`config.mk`:
```
export PLATFORM = sky130hd
export DESIGN_NAME = tst_mul
export DESIGN_NICKNAME = d
export VERILOG_FILES = /design/src/design/tst_pkg.sv /design/src/design/tst_mul.sv
export SDC_FILE = /design/constraint.sdc
export NUM_CORES = 2
export LEC_CHECK = 0
export BUFFER_PORTS_ARGS = -buffer_cell sky130_fd_sc_hd__buf_2
export CAP_MARGIN = 5
export CORE_MARGIN = 1
export CORE_UTILIZATION = 66
export DETAILED_ROUTE_END_ITERATION = 10
export PLACE_DENSITY = 0.85
export SYNTH_ARGS = -nofsm -noshare
export SYNTH_HDL_FRONTEND = slang
export SYNTH_SLANG_ARGS = --single-unit
```
`constraint.sdc`:
```
create_clock -name clk -period 11.1 [get_ports clk]
set_clock_uncertainty 0.05 [all_clocks]
set_input_delay 1.11 -clock clk [delete_from_list [all_inputs] [get_ports clk]]
set_output_delay 1.11 -clock clk [all_outputs]
set_load 0.005 [all_outputs]
```
`src/design/tst_pkg.sv`:
```
// ----------------------------------------------------------------------------
// tst_pkg
// Shared types and constants of the Taylor-series function evaluator.
// ----------------------------------------------------------------------------
package tst_pkg;

	localparam int MAX_TERMS_DEF = 64;
	localparam int FRAC_BITS_DEF = 28;
	localparam int RECIP_BITS    = 40;

	localparam int CMD_W = 3;
	localparam int X_W   = 32;
	localparam int VAL_W = 48;
	localparam int THR_W = 16;
	localparam int LIM_W = 7;
	localparam int CFG_W = 16;

	localparam logic [THR_W-1:0] THR_RESET = 16'd1;
	localparam logic [LIM_W-1:0] LIM_RESET = 7'd48;

	// register indexes
	localparam logic REG_THRESHOLD = 1'b0;
	localparam logic REG_LIMIT     = 1'b1;

	// function select codes
	localparam logic [CMD_W-1:0] CMD_SIN  = 3'd0;
	localparam logic [CMD_W-1:0] CMD_COS  = 3'd1;
	localparam logic [CMD_W-1:0] CMD_EXP  = 3'd2;
	localparam logic [CMD_W-1:0] CMD_SINH = 3'd3;
	localparam logic [CMD_W-1:0] CMD_COSH = 3'd4;

	typedef struct packed {
		logic [CMD_W-1:0]      cmd;
		logic signed [X_W-1:0] x;
	} req_t;

	typedef struct packed {
		logic signed [VAL_W-1:0] value;
		logic                    saturated;
	} res_t;

	typedef enum logic {
		SH_FRAC,
		SH_RECIP
	} shift_sel_t;

	typedef struct packed {
		logic busy;
		logic ovf;
	} mul_stat_t;

	typedef enum logic [3:0] {
		ST_IDLE,
		ST_INIT,
		ST_SQR_GO,
		ST_SQR_WAIT,
		ST_CHECK,
		ST_TERM_GO,
		ST_TERM_WAIT,
		ST_SCALE_GO,
		ST_SCALE_WAIT,
		ST_ACCUM,
		ST_SERIES_END,
		ST_FINISH
	} state_t;

endpackage

```
`src/design/tst_mul.sv`:
```
// ----------------------------------------------------------------------------
// tst_mul
// Sequential 64x64 signed multiplier on one 32x32 unit, magnitude shifted
// right and saturated to +-(2^63-1). Result held until the next multiply completes.
// ----------------------------------------------------------------------------
module tst_mul #(
	parameter int FRAC_BITS = tst_pkg::FRAC_BITS_DEF
) (
	input  logic                   clk,
	input  logic                   arst_n,
	input  logic                   go,
	input  tst_pkg::shift_sel_t    sh,
	input  logic signed [63:0]     a,
	input  logic signed [63:0]     b,
	output logic signed [63:0]     prod,
	output tst_pkg::mul_stat_t     stat
);

	localparam logic [2:0] CNT_LAST_PP = 3'd3;
	localparam logic [2:0] CNT_LAST_ADD = 3'd4;
	localparam logic [2:0] CNT_FIN     = 3'd5;

	logic                busy_q;
	logic [2:0]          cnt_q;
	logic                ovf_q;
	logic [63:0]         ua_q;
	logic [63:0]         ub_q;
	logic                neg_q;
	tst_pkg::shift_sel_t sh_q;
	logic [63:0]         pp_q;
	logic [1:0]          off_q;
	logic [127:0]        acc_q;
	logic signed [63:0]  prod_q;

	logic [31:0]         a_half;
	logic [31:0]         b_half;
	logic [127:0]        pp_ext;
	logic [127:0]        shifted;
	logic                sat;
	logic [63:0]         mag;
	logic signed [63:0]  res;

	always_comb begin
		a_half = cnt_q[1] ? ua_q[63:32] : ua_q[31:0];
		b_half = cnt_q[0] ? ub_q[63:32] : ub_q[31:0];
		unique case (off_q)
			2'd0: pp_ext = {64'd0, pp_q};
			2'd1: pp_ext = {32'd0, pp_q, 32'd0};
			2'd2: pp_ext = {pp_q, 64'd0};
			default: pp_ext = '0;
		endcase
		shifted = (sh_q == tst_pkg::SH_RECIP) ? (acc_q >> tst_pkg::RECIP_BITS)
		                                      : (acc_q >> FRAC_BITS);
		sat = |shifted[127:63];
		mag = sat ? {1'b0, {63{1'b1}}} : shifted[63:0];
		res = neg_q ? -$signed(mag) : $signed(mag);
	end

	always_ff @(posedge clk or negedge arst_n) begin
		if (!arst_n) begin
			busy_q <= 1'b0;
			cnt_q  <= '0;
			ovf_q  <= 1'b0;
		end else if (go) begin
			busy_q <= 1'b1;
			cnt_q  <= '0;
		end else if (busy_q) begin
			cnt_q <= cnt_q + 3'd1;
			if (cnt_q == CNT_FIN) begin
				busy_q <= 1'b0;
				ovf_q  <= sat;
			end
		end
	end

	always_ff @(posedge clk) begin
		if (go) begin
			ua_q  <= a[63] ? 64'(-a) : 64'(a);
			ub_q  <= b[63] ? 64'(-b) : 64'(b);
			neg_q <= a[63] ^ b[63];
			sh_q  <= sh;
			acc_q <= '0;
		end else if (busy_q) begin
			if (cnt_q <= CNT_LAST_PP) begin
				pp_q  <= a_half * b_half;
				off_q <= {1'b0, cnt_q[1]} + {1'b0, cnt_q[0]};
			end
			if (cnt_q != 3'd0 && cnt_q <= CNT_LAST_ADD)
				acc_q <= acc_q + pp_ext;
			if (cnt_q == CNT_FIN)
				prod_q <= res;
		end
	end

	assign prod      = prod_q;
	assign stat.busy = busy_q;
	assign stat.ovf  = ovf_q;

endmodule

```
# Word level (Yosys, flattened, before mapping)

Cells that the tools add are included.

Bits in registers: 393
Latch bits: 0
RAM bits: 0
Bits in read-only memories: 0
Logic and storage cells: 48
Memories kept: 0

$add $sub $neg: 6
$mul: 1
Divide/modulo/power cells: 0
Order comparisons: 2
Equality and inequality tests: 3
Shift operators: 0
Muxes and demuxes: 13
Bitwise operators: 2
Reduce and logical (&&, ||, !) cells: 8

Operators with widths:

| operator                                             | count |
|---|---|
| one-hot mux 128 bit (3 select lines)                 | 1 |
| negator 64 bit                                       | 3 |
| adder 128 bit                                        | 1 |
| 2-to-1 mux 64 bit                                    | 2 |
| 2-to-1 mux 63 bit                                    | 2 |
| 2-to-1 mux 100 bit                                   | 1 |
| OR reduction 65 bit                                  | 1 |
| multiplier 32 x 32 -> 64 bit                         | 1 |
| 2-to-1 mux 32 bit                                    | 2 |
| 2-to-1 mux 3 bit                                     | 2 |
| AND reduction 3 bit                                  | 2 |
| adder 3 x 1 -> 3 bit (second input constant)         | 1 |
| equality test 3 bit (second input constant)          | 1 |
| <= comparator 3 x 2 -> 1 bit (second input constant) | 1 |
| <= comparator 3 bit (second input constant)          | 1 |
| 2-to-1 mux 1 bit                                     | 3 |
| nonzero test 3 bit                                   | 1 |
| adder 1 x 1 -> 2 bit                                 | 1 |
| equality test 2 x 1 -> 1 bit (second input constant) | 1 |
| equality test 2 bit (second input constant)          | 1 |
| zero test 2 bit                                      | 1 |
| AND reduction 2 bit                                  | 1 |
| nonzero test 2 bit                                   | 1 |
| logical AND 1 bit                                    | 1 |
| 2 further kinds                                      | 2 |

# Logic depth before layout (Yosys ltp)

Word-level depth: 5
Mapped depth: 34

# Worst setup path before layout

OpenSTA, ideal clock, no wires.

Path type: flip-flop to flip-flop
Start: reg cnt_q[1]
End: reg pp_q[63] (data pin)
Arrival time: 8.758 ns
Setup slack: 2.032 ns
Cell stages (with the launch flop): 31
Period minus slack after synthesis: 9.068 ns
Cell sequence: dfrtp_1 clkbuf_1 clkbuf_1 clkbuf_1 mux2i_1 clkbuf_1 nor2_1 fa_1 fa_1 inv_1 fa_1 fa_1 fa_1 inv_1 fa_1 fa_1 fa_1 ha_1 clkbuf_1 nand3_1 nor2_1 a221oi_1 o2111ai_1 a31oi_1 o41ai_1 a211oi_1 nand3b_1 a21o_1 a211oi_1 o22ai_1 xnor2_1

Cells in the longest elaborated chain, start to end: 2

RTL lines:

| item                         | line          | RTL |
|---|---|---|
| start, declared              | tst_mul.sv:24 | `logic [2:0] cnt_q;` |
| start signal, assigned       | tst_mul.sv:68 | `cnt_q <= cnt_q + 3'd1;` |
| 2-to-1 mux 32 bit            | tst_mul.sv:44 | `a_half = cnt_q[1] ? ua_q[63:32] : ua_q[31:0];` |
| multiplier 32 x 32 -> 64 bit | tst_mul.sv:85 | `pp_q <= a_half * b_half;` |
| end signal, assigned         | tst_mul.sv:85 |  |
| end, declared                | tst_mul.sv:30 | `logic [63:0] pp_q;` |

Every way passes these cells.
A chain may end at the register's enable or synchronous reset.

# Worst setup path in the final report

Ends and elaborated chain as after synthesis.

==> results.cfg <==
[synth]
syn_avg_cell_area_um2 = 8.78
synth_top_cell_by_area = fa_1
netlist_top_cells_area = fa_1 30%, edfxtp_1 13%, ha_1 8.3%, inv_1 5.8%, nand2_1 5.3%
synth_top_area_share_pct = 30.0
ys_seq_area_share_pct = 17.5
ys_types = 84
synth_cells = 6824
yosysMostFrequentCell = inv_1
ys_ff_latch = 393
synth.net_count = 8250
synthTopCellsByCount = 924 x inv_1, 897 x fa_1, 853 x nand2_1, 829 x nor2_1, 397 x ha_1
yosysWarningCount = 0
synth_flop_cell = edfxtp_1
syn_area_mm2 = 0.0599
synth-edff-count = 260
async_reset_ff_share_pct = 1.27

[finish]
fill_cells = 6808
final_area_mm2 = 0.0635
synthToLayoutAreaGrowth_pct = 6.12
drive_gt1_share_pct = 8.05
final_nets = 8223

[global_routing]
antenna_found_initial = 11
grt_max_degree = 85
track_usage_pct = 45.7
grtUsageMet2_pct = 69.9
overflow = 0
grtUsageMet3_pct = 15.4
gr-usage-met1_pct = 52.1
gr-max-usage-layer = met2
grt_pass1_vias = 52200
grt_pass1_wl_mm = 311

[floorplan]
core_mm2 = 0.0899
ios = 198
initial_utilization_pct = 66.6
num_rows = 110
die_w_um = 303
dieArea_mm2 = 0.0919
dieHeight_um = 303

[clock_network]
cts_tree = done
cts-buffers-inserted = 46
cts.path.max_buffers = 3
cts_num_sinks = 393
hold_buffers = 0
cts_resized = 0
clk_pin_slew_worst_paths_ns = 0.07
htree_levels = 2
worstSkewPairLatency_ns = 0.64
cts_setup_buffers = 0
clockRootBuffer = clkbuf_16

[timing]
final-hold-violation-count = 0
setup_viol = 0
fin_tns_setup_ns = 0
slew_viol_final = 0
timing.final.crit_period_ns = 9.95
fin_crit_sh_pct = 89.6
timing.fmax_mhz = 101
slew_headroom_pct = 19.3
worst_slew_pin_slew_ns = 1.19
rsz0062_at_grt = no
final.setup.worst_slack_ns = 1.15
holdWs_ns = 0.373

[route]
drc = 0
viasPerCell = 6.45
wl_per_cell_um = 26.0
wirelength_mm = 208
vias = 51700
dr.first_iter.drc_count = 5542
firstDrtPassIters = 8
ant_nets = 0

[placed_design]
dpl_cell_area_mm2 = 0.0619
dp_hpwl_mm = 162
preCtsSetupSlack_ns = 1.32
port_buffers = 197
globalplace.congestion = 1.09

[flow_run]
drv_cap = 0

[worst_setup_path]
slowest_delay_ns = 1.09
crit_arrival_ns = 10.28
critPathKind = flip-flop to flip-flop
cpMostUsedCell = fa_1
crit_path_top_delay_cell = dfrtp_4
startpoint_type = flip-flop
required_ns = 11.43
endpoint_kind = flip-flop
crit_fanout = 58

[outcome]
status = finished, final reports clean

[worst_hold_path]
hp-class = input port to asynchronous set/reset pin
==> placed cells by master, fill, tap and decap left out, drive strengths merged, types with 59 or more instances in the layout <==
cell type / instances
inv: 928
fa: 897
nand2: 853
nor2: 830
ha: 397
a21oi: 366
buf: 298
o21ai: 273
edfxtp: 260
xnor2: 252
mux2i: 141
dfxtp: 128
a21o: 106
nand4: 94
mux2: 82
xor2: 82
and2: 81
nor3: 70
nand3: 59
==> worst paths after layout <==
path,startpoint,end,slack [ns],depth (start not counted)
max,cnt_q[1]$_DFFE_PN0P_,pp_q[63]$_DFFE_PP_,1.15,28
min,arst_n,ovf_q$_DFFE_PN0P_,0.37,1
max reg2reg,cnt_q[1]$_DFFE_PN0P_,pp_q[63]$_DFFE_PP_,1.15,28
min reg2reg,acc_q[23]$_SDFFE_PP0P_,acc_q[23]$_SDFFE_PP0P_,0.41,2
max in group asynchronous,arst_n,cnt_q[1]$_DFFE_PN0P_,10.26,1
min in group clk,acc_q[23]$_SDFFE_PP0P_,acc_q[23]$_SDFFE_PP0P_,0.41,2
==> sequential cells by signal, indices dropped and copies added (netlist names) <==
register / cells
busy_q: 1
acc_q: 128
cnt_q: 3
neg_q: 1
ub_q: 64
sh_q: 1
ua_q: 64
ovf_q: 1
prod: 64
off_q: 2
pp_q: 64
==> cells by family after synthesis <==
group	Yosys count	synth area share (%)
buffers and inverters	1298	8.17
AO/OA/AOI/OAI	1087	11.3
AND/OR/NAND/NOR	2195	16.0
flip-flops	393	17.5
multiplexers	223	3.90
XOR/XNOR	334	4.89
adder cells (fa/ha/maj)	1294	38.3
==> cell type report <==
| cell class | count | area, um2 | share of cell area (%) |
|---|---|---|---|
| Antenna cell | 7 | 17.5 | 0.0276 |
| Tap cell | 1176 | 1470 | 2.32 |
| Inverter | 924 | 3470 | 5.46 |
| Sequential cell | 393 | 10500 | 16.5 |
| Multi-Input combinational cell | 5133 | 44700 | 70.4 |
| Clock inverter | 30 | 374 | 0.589 |
| Timing Repair Buffer | 299 | 1770 | 2.79 |
| Clock buffer | 56 | 1210 | 1.90 |
==> through the flow <==
stage	instances	utilization (%)
floorplan	6824	-
CTS	8010	70.7
global route	8013	70.7
finish	8018	70.7
global placement	7924	68.9
detailed placement	7924	68.9
==> worst max-delay path: cells and delay by family, from the launching register on <==
family / cells / cell delay, ns
buffers and inverters: 5 / 1.04
muxes: 1 / 0.22
DFF: 1 / 1.09
AOI/OAI and AO/OA: 10 / 2.44
xor gates and xnor gates: 1 / 0.09
and+or+nand+nor: 2 / 0.38
adders and majority gates: 9 / 4.35
==> layer usage <==
| layer | share of wire (%) | up-vias |
|---|---|---|
| met5 | 0.044 | - |
| met2 | 44 | 3661 |
| met3 | 13 | 1110 |
| met1 | 33 | 24800 |
| li1 | - | 22200 |
| met4 | 10 | 12 |
Power is left out: the tool's default activity adds up to more than one toggle a clock period on the data nets, which glitch-free logic cannot reach.
