--- config.mk ---
export PLATFORM = sky130hd
export DESIGN_NAME = tst_recip
export DESIGN_NICKNAME = d
export VERILOG_FILES = /design/src/design/tst_pkg.sv /design/src/design/tst_recip.sv
export SDC_FILE = /design/constraint.sdc
export NUM_CORES = 1
export LEC_CHECK = 0
export BUFFER_PORTS_ARGS = -buffer_cell sky130_fd_sc_hd__buf_2
export CAP_MARGIN = 20
export CORE_ASPECT_RATIO = 0.9
export CORE_MARGIN = 2
export CORE_UTILIZATION = 50
export CTS_CLUSTER_SIZE = 25
export DETAILED_ROUTE_END_ITERATION = 6
export GPL_TIMING_DRIVEN = 0
export PLACE_DENSITY = 0.67
export REMOVE_ABC_BUFFERS = 1
export SLEW_MARGIN = 20
export SYNTH_ARGS = -nofsm -noshare
export SYNTH_HDL_FRONTEND = slang
export SYNTH_SLANG_ARGS = --single-unit
--- constraint.sdc ---
create_clock -name clk -period 5.7 [get_ports clk]
set_clock_uncertainty 0.2 [all_clocks]
set_input_delay 0.855 -clock clk [delete_from_list [all_inputs] [get_ports clk]]
set_output_delay 0.855 -clock clk [all_outputs]
set_load 0.02 [all_outputs]
--- src/design/tst_pkg.sv ---
// ----------------------------------------------------------------------------
// tst_pkg
// Shared types and constants of the Taylor-series function evaluator.
// ----------------------------------------------------------------------------
package tst_pkg;

	localparam int MAX_TERMS_DEF = 64;
	localparam int FRAC_BITS_DEF = 28;
	localparam int RECIP_BITS    = 40;

	localparam int CMD_W = 3;
	localparam int X_W   = 32;
	localparam int VAL_W = 48;
	localparam int THR_W = 16;
	localparam int LIM_W = 7;
	localparam int CFG_W = 16;

	localparam logic [THR_W-1:0] THR_RESET = 16'd1;
	localparam logic [LIM_W-1:0] LIM_RESET = 7'd48;

	// register indexes
	localparam logic REG_THRESHOLD = 1'b0;
	localparam logic REG_LIMIT     = 1'b1;

	// function select codes
	localparam logic [CMD_W-1:0] CMD_SIN  = 3'd0;
	localparam logic [CMD_W-1:0] CMD_COS  = 3'd1;
	localparam logic [CMD_W-1:0] CMD_EXP  = 3'd2;
	localparam logic [CMD_W-1:0] CMD_SINH = 3'd3;
	localparam logic [CMD_W-1:0] CMD_COSH = 3'd4;

	typedef struct packed {
		logic [CMD_W-1:0]      cmd;
		logic signed [X_W-1:0] x;
	} req_t;

	typedef struct packed {
		logic signed [VAL_W-1:0] value;
		logic                    saturated;
	} res_t;

	typedef enum logic {
		SH_FRAC,
		SH_RECIP
	} shift_sel_t;

	typedef struct packed {
		logic busy;
		logic ovf;
	} mul_stat_t;

	typedef enum logic [3:0] {
		ST_IDLE,
		ST_INIT,
		ST_SQR_GO,
		ST_SQR_WAIT,
		ST_CHECK,
		ST_TERM_GO,
		ST_TERM_WAIT,
		ST_SCALE_GO,
		ST_SCALE_WAIT,
		ST_ACCUM,
		ST_SERIES_END,
		ST_FINISH
	} state_t;

endpackage

--- src/design/tst_recip.sv ---
// ----------------------------------------------------------------------------
// tst_recip
// Reciprocal unit: q = (2^RECIP_BITS + d/2) / d by restoring division,
// two quotient bits per cycle.
// ----------------------------------------------------------------------------
module tst_recip #(
	parameter int DW = 14
) (
	input  logic                         clk,
	input  logic                         arst_n,
	input  logic                         go,
	input  logic [DW-1:0]                d,
	output logic [tst_pkg::RECIP_BITS:0] q,
	output logic                         busy
);

	localparam int QW     = tst_pkg::RECIP_BITS + 1;
	localparam int STEPS  = 2;
	localparam int NSTEP  = (QW + STEPS - 1) / STEPS;
	localparam int NW     = NSTEP * STEPS;
	localparam int CNT_W  = $clog2(NSTEP + 1);

	logic             busy_q;
	logic [CNT_W-1:0] cnt_q;
	logic [NW-1:0]    num_q;
	logic [NW-1:0]    quo_q;
	logic [DW-1:0]    rem_q;
	logic [DW-1:0]    d_q;

	logic [NW-1:0]    num_nx;
	logic [NW-1:0]    quo_nx;
	logic [DW-1:0]    rem_nx;
	logic [DW:0]      trial;

	always_comb begin
		num_nx = num_q;
		quo_nx = quo_q;
		rem_nx = rem_q;
		trial  = '0;
		for (int k = 0; k < STEPS; k++) begin
			trial  = {rem_nx, num_nx[NW-1]};
			num_nx = num_nx << 1;
			if (trial >= {1'b0, d_q}) begin
				rem_nx = DW'(trial - {1'b0, d_q});
				quo_nx = {quo_nx[NW-2:0], 1'b1};
			end else begin
				rem_nx = trial[DW-1:0];
				quo_nx = {quo_nx[NW-2:0], 1'b0};
			end
		end
	end

	always_ff @(posedge clk or negedge arst_n) begin
		if (!arst_n) begin
			busy_q <= 1'b0;
			cnt_q  <= '0;
		end else if (go) begin
			busy_q <= 1'b1;
			cnt_q  <= '0;
		end else if (busy_q) begin
			cnt_q <= cnt_q + CNT_W'(1);
			if (cnt_q == CNT_W'(NSTEP - 1))
				busy_q <= 1'b0;
		end
	end

	always_ff @(posedge clk) begin
		if (go) begin
			num_q <= (NW'(1) << tst_pkg::RECIP_BITS) + NW'(d >> 1);
			quo_q <= '0;
			rem_q <= '0;
			d_q   <= d;
		end else if (busy_q) begin
			num_q <= num_nx;
			quo_q <= quo_nx;
			rem_q <= rem_nx;
		end
	end

	assign q    = quo_q[QW-1:0];
	assign busy = busy_q;

endmodule

== After elaboration in Yosys (flattened, before gate mapping) ==
Index checks and enable logic that the tools add are counted.

* Register bits: 117
* Bits in latches: 0
* Memory bits (writable): 0
* Bits in read-only memories: 0
* Input port bits: 17
* Output and inout bits: 42
* Logic and storage cells: 25
* Memories kept: 0

* Add/subtract/negate cells: 4
* $mul: 0
* Div/mod/pow operators: 0
* Order comparisons: 2
* Equality and inequality tests: 1
* Shift-type cells: 0
* Muxes and demuxes: 11
* Bitwise logic cells: 0
* Reduce and logical (&&, ||, !) cells: 1

{| class="wikitable"
|+ Operator list
! kind !! number
|-
| $mux W42 || 2
|-
| $add A41 B13 Y42 const A || 1
|-
| $ge A15 B14 Y1 || 2
|-
| $mux W14 || 2
|-
| $sub A14 B14 Y14 || 2
|-
| $mux W5 || 2
|-
| $add A5 B1 Y5 const B || 1
|-
| $eq A5 B5 Y1 const B || 1
|-
| $mux W1 || 5
|-
| $reduce_bool A2 Y1 || 1
|}

== Depth between registers and ports, before layout ==
* Depth in word-level cells: 4
* Depth in mapped cells: 21
* Mapped depth without buffers: 19

== Least setup slack after synthesis ==
OpenSTA, ideal clock, no wires.

* Kind: reg-to-reg
* From: register d_q[1]
* To: register rem_q[10]
* Library setup time: 0.092 ns
* Arrival: 4.251 ns
* Required time: 5.408 ns
* Setup slack: 1.157 ns
* Stages on the path, launching flop included: 19
* Clock period less this slack: 4.543 ns
* Path through: edfxtp_1 inv_1 ha_1 nor2b_1 o21ai_2 a21boi_2 o31ai_2 nand2_1 buf_2 mux2_2 ha_1 o211ai_2 a21oi_2 o41ai_2 a31oi_1 a311o_1 a21oi_4 and4bb_2 nor4_1

* Cells in the longest elaborated chain, start to end: 4

{| class="wikitable"
|+ RTL lines
! item !! line !! RTL
|-
| start, declared || tst_recip.sv:28 || <nowiki>logic [DW-1:0] d_q;</nowiki>
|-
| start signal, assigned || tst_recip.sv:72 || <nowiki>d_q <= d;</nowiki>
|-
| $sub A14 B14 Y14 or $ge A15 B14 Y1 (tied branches) || tst_recip.sv:44, tst_recip.sv:43 ||
|-
| $mux W14 || tst_recip.sv:43 || <nowiki>if (trial >= {1'b0, d_q}) begin</nowiki>
|-
| $sub A14 B14 Y14 or $ge A15 B14 Y1 (tied branches) || tst_recip.sv:44, tst_recip.sv:43 ||
|-
| $mux W14 (*) || tst_recip.sv:43 ||
|-
| end signal, assigned || tst_recip.sv:76 || <nowiki>rem_q <= rem_nx;</nowiki>
|-
| end, declared || tst_recip.sv:27 || <nowiki>logic [DW-1:0] rem_q;</nowiki>
|}

Every way passes the cells marked *; elsewhere a longest branch is shown, timed or not.
A chain may end at the register's enable or synchronous reset.

== Final worst setup path ==
* From: register d_q[3]
* To: register rem_q[10]

Same word-level chain as after synthesis.

==> impl_metrics.csv <==
group,metric,value,unit
layout,layout-drive-gt1-share,21.8,%
critical_path,critPathRequiredTime,5.80,ns
routing,wire_per_inst,15.0,um
logic_synthesis,ys_ff_latch,117,
routing,wl_met1,5.75,mm
logic_synthesis,syn_area_per_cell,10.6,sq um
placed_design,place.gp.congestion,0.897,
timing,fmax,192,MHz
timing,period_minus_slack,5.22,ns
power,p_per_area,526,nW/um^2
routing,vias_per_cell,5.34,
critical_path,startpoint,"d_q[3]",
worst_hold_path,hold_class,"primary input to async pin",
global_routing,grt_pass1_wl,19.7,mm
power,p_sw,1.29,mW
clocking,clock_path_buffers,2,
global_routing,antenna_found_initial,0,
global_routing,overflow,0,
placed_design,place_hpwl,8.18,mm
critical_path,r2r-end,"rem_q[10]",
die,start_util,51.4,%
logic_synthesis,ys_types,61,
routing,top_layer,"met4",
routing,routed_wl,11.9,mm
clocking,root_buffer,"clkbuf_16",
layout,final_nets,664,
timing,fin_crit_sh,91.5,%
routing,final_antenna_net_count,0,
critical_path,crit_path_end,"rem_q[10]",
placed_design,pre_cts_slack,0.0467,ns
power,seqPwrFrac,27.0,%
clocking,clk_pin_slew_worst_paths,0.05,ns
clocking,cts_tree,"yes",
logic_synthesis,synth_enable_flop_cells,56,
die,die_w,122,um
power,p_int,2.46,mW
routing,dr_wl_met2,5.51,mm
clocking,htree_levels,4,
logic_synthesis,yosys_warnings,0,
layout,nFillCells,1002,
timing,hold_viol_final,0,
power,p_clk_share,28.7,%
global_routing,grt_usage,18.9,%
placed_design,port_buffers,58,
die,core_region_area,12100,sq um
critical_path,ff2ff_path_depth,19,
logic_synthesis,synth_cells,587,
logic_synthesis,ys.flop_type,"edfxtp_1",
logic_synthesis,seq_area_frac_synth,47.0,%
critical_path,criticalPathCategory,"register to register",
critical_path,start_kind,"register",
logic_synthesis,synth_top_family_by_area,"simple AND/OR/NAND/NOR gates",
layout,area_growth,14.1,%
timing,setup_violations,0,
critical_path,cp-end-kind,"register",
routing,vias,4207,
clocking,numCtsBuffers,17,
critical_path,crit-reg2reg-launch,"d_q[3]",
global_routing,grt_pass1_vias,3960,
timing,slew_headroom,60.3,%
clocking,ctsHoldBuffers,0,
timing,rsz0062_at_grt,"false",
routing,dr.pass1.iters,6,
die,die_y,110,um
critical_path,r2r_setup_slack,0.48,ns
routing,wl_met3,410,um
critical_path,crit_fanout,14,
die,dieArea,13400,sq um
routing,drc_errors,0,
logic_synthesis,synthArstFlopShare,5.13,%
routing,drt-initial-drc-count,294,
power,switching_share,34.3,%
timing,worst_pin_slew,0.592,ns
run,drv_cap,0,
power,peakVddDrop,0.000236,V
clocking,clkLatencyLatePin,0.41,ns
status,status,"finished clean",
logic_synthesis,synth-xor-area-share,3.23,%
power,p_leak,3.39,nW
timing,postLayoutSetupSlackWorst,0.482,ns
layout,n_antenna_cell,0,
die,pin_count,59,
timing,fin_setup_tns,0,ns
global_routing,grt_start_max_net_pins,95,
logic_synthesis,synth-adder-area-share,6.66,%
critical_path,worstPathArrival,5.32,ns
logic_synthesis,synth-compound-area-share,9.57,%
logic_synthesis,synthSimpleGateAreaFrac,13.7,%
timing,drv_slew,0,
die,rows,38,
power,combinationalPowerShare,44.3,%
clocking,numClockSinks,117,
logic_synthesis,synth.area.mux_share,11.8,%
logic_synthesis,syn-cell-area,6230,sq um
==> worst min-delay path by stage <==
stage | from | to | slack (ns) | depth (start not counted)
floorplan | rem_q[11] | rem_q[11] | 0.25 | 2
detailed placement | rem_q[11] | rem_q[11] | 0.29 | 2
CTS | arst_n | busy | 0.06 | 1
global route | arst_n | busy | 0.05 | 1
global placement | quo_q[39] | quo_q[39] | 0.27 | 2
finish | arst_n | cnt_q[1] | 0.07 | 1
==> routing by layer <==
metal | global-route usage (%) | up-vias
li1 | - | 2093
met5 | 0 | -
met4 | 7.39 | 0
met3 | 4.10 | 15
met1 | 26.1 | 2013
met2 | 29.3 | 86
==> cells in the mapped netlist, drive strengths merged, types with 15 or more instances <==
master / number / share of area, %
nor2b: 32 / 3.2
xnor2: 15 / 2.1
edfxtp: 56 / 27
ha: 30 / 6.0
inv: 28 / 1.7
mux2i: 51 / 8.2
nor2: 77 / 4.6
nand2: 18 / 1.1
dfxtp: 55 / 18
a21oi: 17 / 1.7
buf: 49 / 5.6
mux2: 20 / 3.6
==> power by group through the flow <==
stage	combinational, mW	clock, mW	sequential, mW
2_1_floorplan	1.18	0	1.02
3_3_place_gp	1.43	0	1.02
3_5_place_dp	1.47	0	1.03
6_report	1.66	1.07	1.01
4_1_cts	1.49	1.09	1.01
5_1_grt	1.82	1.13	1.02
==> sequential cells by signal (all words and copies together) (netlist names) <==
register,cells
busy,1
cnt_q,5
num_q,42
rem_q,14
quo_q,41
d_q,14
==> stage by stage <==
stage | area [sq um] | hold WS, ns | power, mW | instances | util (%)
floorplan | 5840 | 0.249 | 2.20 | 526 | -
global placement | 6330 | 0.269 | 2.45 | 744 | 52.2
detailed placement | 6420 | 0.287 | 2.50 | 747 | 52.9
CTS | 7030 | 0.0567 | 3.59 | 779 | 58.0
global route | 7110 | 0.0547 | 3.96 | 788 | 58.7
finish | 7110 | 0.0694 | 3.74 | 788 | 58.7
==> kinds of logic after synthesis <==
kind of cell    count (synthesis)
compound gates                 82
xor+xnor                       23
fa+ha+maj                      32
buf+inv                        89
flops                         117
mux                            71
simple gates                  173
==> critical path, cell delays in order, from the launching register on <==
cell and delay [ns]:
edfxtp_1 0.36, inv_1 0.12, ha_1 0.32, a21o_1 0.20, a21oi_2 0.23, a21boi_2 0.11, o31ai_2 0.48, nand2_2 0.31
nand2_1 0.13, a21boi_0 0.37, ha_1 0.33, nand2b_1 0.12, a21oi_2 0.09, o41ai_2 0.41, a31oi_1 0.16, a311o_1 0.38
a21oi_4 0.15, buf_12 0.16, and4bb_2 0.23, nor4_1 0.26
==> what timing repair did <==
action | 4_1_cts | 5_1_grt
setup buffers | 0 | 9
endpoints found under the hold margin | 0 | 0
resized for setup | 0 | 1
endpoints found under the setup margin | 0 | 15
==> layout make-up <==
cell class	instances	area (sq um)	share of cell area, %
inverters	28	105	1.48
clock buffers	23	531	7.46
clock inverters	9	85.1	1.20
well taps	160	200	2.81
flip-flops and latches	117	2940	41.3
multi-input cells	381	2810	39.4
repair buffers	70	452	6.35
==> layout by cell type, fill, tap and decap left out, types with 7 or more instances in the layout <==
master and count:
nor2_1 77, buf_2 57, edfxtp_1 56, dfxtp_1 55, mux2i_1 51, nor2b_1 32
ha_1 30, inv_1 27, mux2_2 20, clkbuf_16 19, nand2_1 17, xnor2_1 15
a21oi_1 14, a211oi_1 13, o21ai_0 11, a21o_1 10, xor2_1 8, buf_4 8
nand4_1 7, nand3_1 7
(Power assumes the default switching activity.)
